**src/rtl/wrzsd_cell.sv**
```systemverilog
// One cell of the sample chain: holds one position sample and folds it into
// the running min/max pair that travels down the chain. Uses no package items.
module wrzsd_cell #(
  parameter int W     = 32,
  parameter int LEN_W = 7,
  parameter int INDEX = 0
) (
  input  logic             clk,
  input  logic             shift_en,
  input  logic [LEN_W-1:0] eff_len,
  input  logic [W-1:0]     sample_in,
  output logic [W-1:0]     sample_out,
  input  logic [W-1:0]     lo_in,
  input  logic [W-1:0]     hi_in,
  output logic [W-1:0]     lo_out,
  output logic [W-1:0]     hi_out
);

  logic [W-1:0] sample_r;
  logic [W-1:0] lo_r, lo_nxt;
  logic [W-1:0] hi_r, hi_nxt;
  logic         in_window;

  // Cells past the window length pass the pair through untouched.
  assign in_window = (LEN_W'(INDEX) < eff_len);

  always_comb begin
    lo_nxt = lo_in;
    hi_nxt = hi_in;
    if (in_window) begin
      if ($signed(sample_r) < $signed(lo_in)) lo_nxt = sample_r;
      if ($signed(sample_r) > $signed(hi_in)) hi_nxt = sample_r;
    end
  end

  always_ff @(posedge clk) begin
    if (shift_en) sample_r <= sample_in;
    lo_r <= lo_nxt;
    hi_r <= hi_nxt;
  end

  assign sample_out = sample_r;
  assign lo_out     = lo_r;
  assign hi_out     = hi_r;

endmodule
```
**config.mk**
```make
export PLATFORM = sky130hd
export DESIGN_NAME = wrzsd_cell
export DESIGN_NICKNAME = d
export VERILOG_FILES = /design/src/rtl/wrzsd_cell.sv
export SDC_FILE = /design/constraint.sdc
export NUM_CORES = 1
export LEC_CHECK = 0
export BUFFER_PORTS_ARGS = -buffer_cell sky130_fd_sc_hd__buf_2
export CAP_MARGIN = 30
export CORE_AREA = 2 2 104 106
export DETAILED_ROUTE_END_ITERATION = 12
export DIE_AREA = 0 0 106 108
export GPL_TIMING_DRIVEN = 0
export PLACE_DENSITY = 0.83
export SLEW_MARGIN = 20
export SYNTH_ARGS = -nofsm -noshare
export SYNTH_HDL_FRONTEND = slang
export SYNTH_SLANG_ARGS = --single-unit
```
**constraint.sdc**
```tcl
create_clock -name clk -period 5 [get_ports clk]
set_input_delay 0.5 -clock clk [delete_from_list [all_inputs] [get_ports clk]]
set_output_delay 0.5 -clock clk [all_outputs]
set_load 0.1 [all_outputs]
```
---- After elaboration in Yosys (flattened, before gate mapping) ----
Cells that the tools add are included.
storage, ports and cells
  bits in registers ....................... 96
  output and inout bits ................... 96
operators by class
  $lt $le $gt $ge ......................... 3
  muxes and demuxes ....................... 4
operators by type and width
  cell                                               count
  two-way mux 32 bit                                 4
  greater-than comparator 32 bit                     1
  < comparator 32 bit                                1
  < comparator 1 x 7 -> 1 bit, first input constant  1

---- Longest topological paths before layout ----
Gate-level depths: netlist of the first run.
  depth after elaboration ................. 3
  depth in mapped cells ................... 10

---- Least setup slack after synthesis of the first run ----
No wires, ideal clock.
  path kind ............................... reg-to-reg
  from .................................... register sample_r[25], in the netlist sample_out[25]
  to ...................................... register hi_r[10], in the netlist hi_out[10]
  library setup time ...................... 0.122 ns
  arrival time ............................ 3.103 ns
  data required time ...................... 4.878 ns
  slack ................................... 1.775 ns
  cell stages (with the launch flop) ...... 10
  path buffers ............................ 1
  period minus slack after synthesis ...... 3.225 ns
  path through ............................ edfxtp_1 > ha_1 > a21o_1 > a221o_1 > a21oi_1 > o21ai_0 > and2b_1 > a311oi_4 > buf_6 > mux2_4
between the ends
  cells in the longest elaborated chain, start to end .. 3
ends and longest elaborated chain
  element                         RTL line  source
  from (decl)                     19        logic [W-1:0] sample_r;
  from (signal assigned)          37        if (shift_en) sample_r <= sample_in;
  greater-than comparator 32 bit  32        if ($signed(sample_r) > $signed(hi_in)) hi_nxt = sample_r;
  two-way mux 32 bit              32
  two-way mux 32 bit              30        if (in_window) begin
  named net hi_nxt[10]            21        logic [W-1:0] hi_r, hi_nxt;
  to (signal assigned)            39        hi_r <= hi_nxt;
  to (decl)                       21
The timed path passes the listed nets, and every way through them passes these cells.
A chain may end at the register's enable or synchronous reset.

---- Worst setup path in the final report of the first run ----
  from .................................... register sample_r[2], in the netlist sample_out[2]
  to ...................................... register lo_r[15], in the netlist lo_out[15]
between the ends
  cells in the longest elaborated chain, start to end .. 3
ends and longest elaborated chain
  element               RTL line  source
  < comparator 32 bit   31        if ($signed(sample_r) < $signed(lo_in)) lo_nxt = sample_r;
  two-way mux 32 bit    31
  two-way mux 32 bit    30
  named net lo_nxt[15]  20        logic [W-1:0] lo_r, lo_nxt;
  to (signal assigned)  38        lo_r <= lo_nxt;
  to (decl)             20
The timed path passes the listed nets, and every way through them passes these cells.

==> reports/results.txt, run 1 <==
Clock transition at path regs -> 0.10 ns
# port buffers -> 200
full die area -> 11,400 sq um
Required @ worst endpoint -> 5.26 ns
Rows -> 37
Pwr Density -> 444 nW/um^2
Antenna Violating Nets Remaining -> 0
Final min period -> 3.19 ns
Sw Pwr -> 1.33 mW
setup TNS -> 0 ns
ANT cells -> 0
DR pass1 iterations -> 4
reg2reg end -> lo_out[15]$_DFF_P_
dpl hpwl -> 9450 um
Setup violations, final -> 0
first-pass GRT wire length -> 18,400 um
Syn Nets -> 565
Finished Layout Cells -> 749
via count -> 3,691
vias in the first global route -> 3,883
Vias/cell -> 4.93
GPL Wtd Cong -> 0.843
commonest non-fill, non-tap cell in the layout -> buf_2
CTS-repair resized insts -> 0
period utilisation layout -> 63.9%
switching share of power -> 48.8%
Hold Path Origin -> sample_in[8]
Layout Skew -> 0.0108 ns
latest clock arrival within the worst-skew pair -> 0.38 ns
Die Y -> 108 um
root buffer cell -> clkbuf_8
max cap viols -> 0
largest fanout on the critical path -> 10
Num CTS Buffers -> 9
Starting Density -> 46.7%
RR Startpoint -> sample_out[2]$_DFFE_PP_
DRC Markers -> 0
Syn Inst Count -> 397
register area share after synthesis -> 46.9%
Reg power frac -> 35.6%
Synth Register Bits -> 96
Die X -> 106 um
post-CTS repair timing setup buffer count -> 0
area grow syn2layout -> 28.2%
CORE AREA -> 10,200 sq um
Worst slew margin -> 42.3%
Design Area, Final -> 6130 sq um
synth warn -> 0
Hold Path Sink -> sample_out[8]$_DFFE_PP_
class of the worst hold path -> input port to flop
placed cells -> 733
status -> finished clean
CP Capture Type -> flop
gr usage total -> 20.9%
routed length per instance -> 15.7 um
R2R Setup Slk -> 1.81 ns
actual slew at the worst max-slew pin -> 0.865 ns
achievable frequency -> 313 MHz
worst hold stages -> 1
Post-synth EDFFs -> 32
Area after DPL -> 5950 sq um
max-slew violation count -> 0
initial antenna violation count -> 0
drt initial violations -> 110
clock sink count -> 96
Hold-fix buffers, CTS -> 0
Synth async-reset ratio -> 0%
static leakage -> 3.21 nW
clock tree from TritonCTS -> done
CTS Buffer Depth -> 2
total global routing overflow -> 0
htree depth -> 3
Fin. Hold Viols -> 0
largest net degree at the start of global routing -> 33
synthesized cell area -> 4780 sq um
clock share of power -> 17.1%
syn avg cell area -> 12.0 sq um
I/O pin total -> 201
Finished Core Util -> 59.9%
Main synth FF type -> dfxtp_1
critical path launch point type -> flop
WP data arrival -> 3.46 ns
WS Path Type -> flop to flop
R2R depth -> 9
most frequent cells in the layout -> buf_2 (200), inv_1 (64), dfxtp_1 (64)
Total Wirelength -> 11,700 um
RSZ-0062 raised after global routing -> no
count of cell types in the netlist -> 35
Worst VDD drop -> 0.272 mV
layout cells sized above 1 -> 47.5%
Int Power -> 1.39 mW
Gate power share -> 47.3%
fin nets -> 776
[worst max-delay path, stage by stage, from the launching register on]
cell	delay [ns]
edfxtp_1	0.50
ha_1	0.35
a211oi_1	0.23
o21ai_0	0.12
a21oi_1	0.25
o21ai_0	0.21
a21oi_1	0.20
mux2i_1	0.54
buf_4	0.32
mux2_2	0.36
[worst max-delay path by stage]
stage          slack [ns]                     start                 end  cells after the start
2_1_floorplan        1.78  sample_out[25]$_DFFE_PP_  hi_out[10]$_DFF_P_                      9
6_report             1.81   sample_out[2]$_DFFE_PP_  lo_out[15]$_DFF_P_                      9
4_1_cts              1.74   sample_out[2]$_DFFE_PP_  lo_out[15]$_DFF_P_                      9
5_1_grt              1.58  sample_out[17]$_DFFE_PP_  lo_out[15]$_DFF_P_                      9
3_3_place_gp         1.69                  lo_in[2]  lo_out[16]$_DFF_P_                     11
3_5_place_dp         1.63                 lo_in[19]  lo_out[15]$_DFF_P_                     11
[synthesized netlist by cell type (3+ instances only)]
master | instances | share of area, %
buf_6 | 3 | 0.71
ha_1 | 63 | 16
inv_1 | 64 | 5.0
a21o_1 | 7 | 1.1
mux2_2 | 33 | 7.8
and4_1 | 3 | 0.55
buf_4 | 3 | 0.47
o21ai_0 | 12 | 1.3
nor2_1 | 8 | 0.63
dfxtp_1 | 64 | 27
edfxtp_1 | 32 | 20
a21oi_1 | 24 | 2.5
mux2_4 | 30 | 9.4
nor3_1 | 4 | 0.42
nand4_1 | 7 | 0.92
nand2_1 | 16 | 1.3
[power by group through the flow]
stage          sequential [mW]  combinational (mW)  clock (mW)
3_5_place_dp             0.986                1.29           0
5_1_grt                  0.980                1.34       0.511
2_1_floorplan             1.75               0.287           0
6_report                 0.968                1.29       0.465
3_3_place_gp             0.982                1.27           0
4_1_cts                  0.969                1.29       0.484
[layout make-up]
class	count	area, sq um
fill	852	4100
multi-input combinational	231	2240
sequential	96	2240
timing repair buffer	200	1000
inverter	64	240
tap	136	170
clock buffer	9	124
buffer	6	56.3
clock inverter	7	55.1
[registers in the layout (all words and copies together) (netlist names)]
name        count
sample_out     32
lo_out         32
hi_out         32
[logic make-up after synthesis]
logic type / share of synthesized area, %
DFF: 46.9
buffers and inverters: 6.20
muxes: 17.6
adders and majority gates: 16.5
AOI/OAI and AO/OA: 7.40
and+or+nand+nor: 5.39
[routing by layer]
| layer | global-route usage (%) | vias to the layer above | share of wire, % |
|---|---|---|---|
| li1 | - | 1814 | - |
| met1 | 24.2 | 1720 | 42 |
| met2 | 37.2 | 140 | 50 |
| met3 | 6.15 | 17 | 6.0 |
| met4 | 6.95 | 0 | 1.7 |
| met5 | 0 | - | 0 |
[through the flow]
step | power [mW] | hold slack, ns | setup slack [ns]
after global placement | 2.25 | 0.585 | 1.69
after detailed placement | 2.28 | 0.593 | 1.63
after global routing | 2.83 | 0.258 | 1.58
after floorplan | 2.04 | 0.599 | 1.78
after CTS | 2.75 | 0.269 | 1.74
final | 2.72 | 0.291 | 1.81
No activity file was read; power rests on OpenSTA's default activity.
==> inputs of run 2 (changes only) <==
--- a/config.mk
+++ b/config.mk
@@ -5,13 +5,14 @@
 export SDC_FILE = /design/constraint.sdc
 export NUM_CORES = 1
 export LEC_CHECK = 0
+export ABC_AREA = 1
 export BUFFER_PORTS_ARGS = -buffer_cell sky130_fd_sc_hd__buf_2
 export CAP_MARGIN = 30
-export CORE_AREA = 2 2 104 106
+export CORE_AREA = 2 2 106 108
 export DETAILED_ROUTE_END_ITERATION = 12
-export DIE_AREA = 0 0 106 108
+export DIE_AREA = 0 0 108 110
 export GPL_TIMING_DRIVEN = 0
-export PLACE_DENSITY = 0.83
+export PLACE_DENSITY = 0.82
 export SLEW_MARGIN = 20
 export SYNTH_ARGS = -nofsm -noshare
 export SYNTH_HDL_FRONTEND = slang
==> constraint.sdc (replaced) <==
create_clock -name clk -period 3.2 [get_ports clk]
set_input_delay 0.32 -clock clk [delete_from_list [all_inputs] [get_ports clk]]
set_output_delay 0.32 -clock clk [all_outputs]
set_load 0.1 [all_outputs]
==> reports/results.txt, run 2 <==
Syn Nets -> 752
Antenna Violating Nets Remaining -> 0
latest clock arrival within the worst-skew pair -> 0.39 ns
Main synth FF type -> dfxtp_1
Synth Register Bits -> 96
dpl hpwl -> 10,500 um
WP data arrival -> 2.66 ns
largest stage delay on the critical path -> 0.49 ns
CP Capture Type -> flop
fraction of synthesized area in multiplexers -> 0%
Post-Synth Simple-Gate Area -> 25.4%
gr usage total -> 23.2%
most frequent cells in the layout -> buf_2 (212), nand2_1 (183), inv_1 (75)
Fin. Hold Viols -> 0
Design Area, Final -> 6330 sq um
Worst slew margin -> 46.8%
full die area -> 11,900 sq um
Routed met3 length -> 1160 um
Post-synth top cells -> nand2_1 (183), inv_1 (75), dfxtp_1 (64), ha_1 (63)
achievable frequency -> 428 MHz
I/O pin total -> 201
area leader, netlist -> dfxtp_1
Setup violations, final -> 0
ANT cells -> 0
total global routing overflow -> 0
synth warn -> 0
WS Path Type -> flop to flop
post-CTS repair timing setup buffer count -> 0
static leakage -> 3.57 nW
area grow syn2layout -> 28.6%
Layout Skew -> 0.0120 ns
Total Wirelength -> 13,400 um
max cap viols -> 0
setup TNS -> 0 ns
top cell type's share of synthesized area -> 26.0%
Area after DPL -> 6100 sq um
via count -> 4,722
switching share of power -> 50.3%
GPL Wtd Cong -> 0.870
Metal-1 WL -> 5340 um
drt initial violations -> 229
htree depth -> 3
Worst VDD drop -> 0.536 mV
CTS-repair resized insts -> 0
Final min period -> 2.33 ns
period utilisation layout -> 73.0%
Sw Pwr -> 2.39 mW
clock tree from TritonCTS -> done
synthesized cell area -> 4920 sq um
Adder-Cell Fraction of Synth Area -> 16.0%
Int Power -> 2.36 mW
CTS Buffer Depth -> 2
Hold-fix buffers, CTS -> 0
Post-synth EDFFs -> 32
largest net degree at the start of global routing -> 33
layout cells sized above 1 -> 30.0%
critical path launch point type -> flop
Die Y -> 110 um
Synth Area in Compound Gates -> 4.70%
Reg power frac -> 32.6%
critical-path cell list -> ha_1, nand4_1, nor2_1, and3_1, nand2_1, a21oi_4, buf_2, nand3_1, nand2_1
root buffer cell -> clkbuf_8
first-pass GRT wire length -> 20,900 um
Vias/cell -> 5.02
Required @ worst endpoint -> 3.53 ns
cell family with most CP delay -> simple AND/OR/NAND/NOR gates
crit-path most repeated cell -> nand2_1
register area share after synthesis -> 45.6%
max-slew violation count -> 0
top-count cell post-synth -> nand2_1
Clock transition at path regs -> 0.09 ns
Gate power share -> 48.0%
Finished Core Util -> 59.2%
commonest non-fill, non-tap cell in the layout -> buf_2
Pwr Density -> 749 nW/um^2
DR top layer -> met4
initial antenna violation count -> 0
routed length per instance -> 14.2 um
Finished Layout Cells -> 940
Die X -> 108 um
DRC Markers -> 0
fin nets -> 963
main combinational cell family by area after synthesis -> simple AND/OR/NAND/NOR gates
count of cell types in the netlist -> 27
clock sink count -> 96
Slowest cell on crit path -> edfxtp_1
actual slew at the worst max-slew pin -> 0.798 ns
Synth Area in XOR/XNOR -> 0%
Rows -> 38
placed cells -> 924
syn avg cell area -> 8.43 sq um
met2 wire length -> 6450 um
Synth async-reset ratio -> 0%
clock share of power -> 19.4%
class of the worst hold path -> input port to flop
status -> finished clean
# port buffers -> 200
Starting Density -> 46.0%
RSZ-0062 raised after global routing -> no
Worst Path Buf+Inv -> 1
largest fanout on the critical path -> 10
CORE AREA -> 10,700 sq um
Area contributors post-synth -> dfxtp_1 (26%), edfxtp_1 (20%), ha_1 (16%), nand2_1 (14%), inv_1 (5.7%)
overall power -> 4.74 mW
Syn Inst Count -> 584
vias in the first global route -> 4,481
Num CTS Buffers -> 9
DR pass1 iterations -> 5
run 2: changes by cell type after synthesis, sizes merged, moves of 10 or more:
cell   change
buf       +12
nand3     +37
inv       +13
nor2      +10
nand2    +170
mux2      -64
nand4     +29
run 2: logic make-up after synthesis:
group / after synthesis
flops: 96
compound gates: 42
simple gates: 285
buf+inv: 98
fa+ha+maj: 63
run 2: final timing paths:
path,from,endpoint,slack (ns),cells past startpoint
min reg2reg,sample_out[17]$_DFFE_PP_,hi_out[17]$_DFF_P_,0.60,2
max,sample_out[29]$_DFFE_PP_,hi_out[11]$_DFF_P_,0.87,9
max reg2reg,sample_out[29]$_DFFE_PP_,hi_out[11]$_DFF_P_,0.87,9
min,sample_in[15],sample_out[15]$_DFFE_PP_,0.10,1
run 2: layer usage:
metal	global-route usage (%)	vias up
li1	-	2349
met1	26.3	2134
met2	40.5	210
met3	6.82	29
met4	10.7	0
met5	0	-
run 2: area by class of cell:
| cell class | instances | area, sq um |
|---|---|---|
| fillers | 971 | 4370 |
| multi-input cells | 390 | 2270 |
| flip-flops and latches | 96 | 2240 |
| repair buffers | 200 | 1000 |
| inverters | 77 | 289 |
| well taps | 140 | 175 |
| clock buffers | 14 | 174 |
| plain buffers | 21 | 120 |
| clock inverters | 2 | 60.1 |
run 2: power groups by stage:
stage | logic (mW) | clock network (mW) | registers [mW]
6_report | 2.28 | 0.921 | 1.55
5_1_grt | 2.40 | 0.985 | 1.57
4_1_cts | 2.28 | 0.946 | 1.55
3_5_place_dp | 2.28 | 0 | 1.57
3_3_place_gp | 2.25 | 0 | 1.57
2_1_floorplan | 0.435 | 0 | 2.99
run 2: stage by stage:
| stage | worst slack [ns] | hold WS, ns |
|---|---|---|
| finish | 0.865 | 0.101 |
| global route | 0.665 | 0.0801 |
| CTS | 0.852 | 0.0825 |
| detailed placement | 0.882 | 0.498 |
| global placement | 0.961 | 0.496 |
| floorplan | 0.678 | 0.419 |
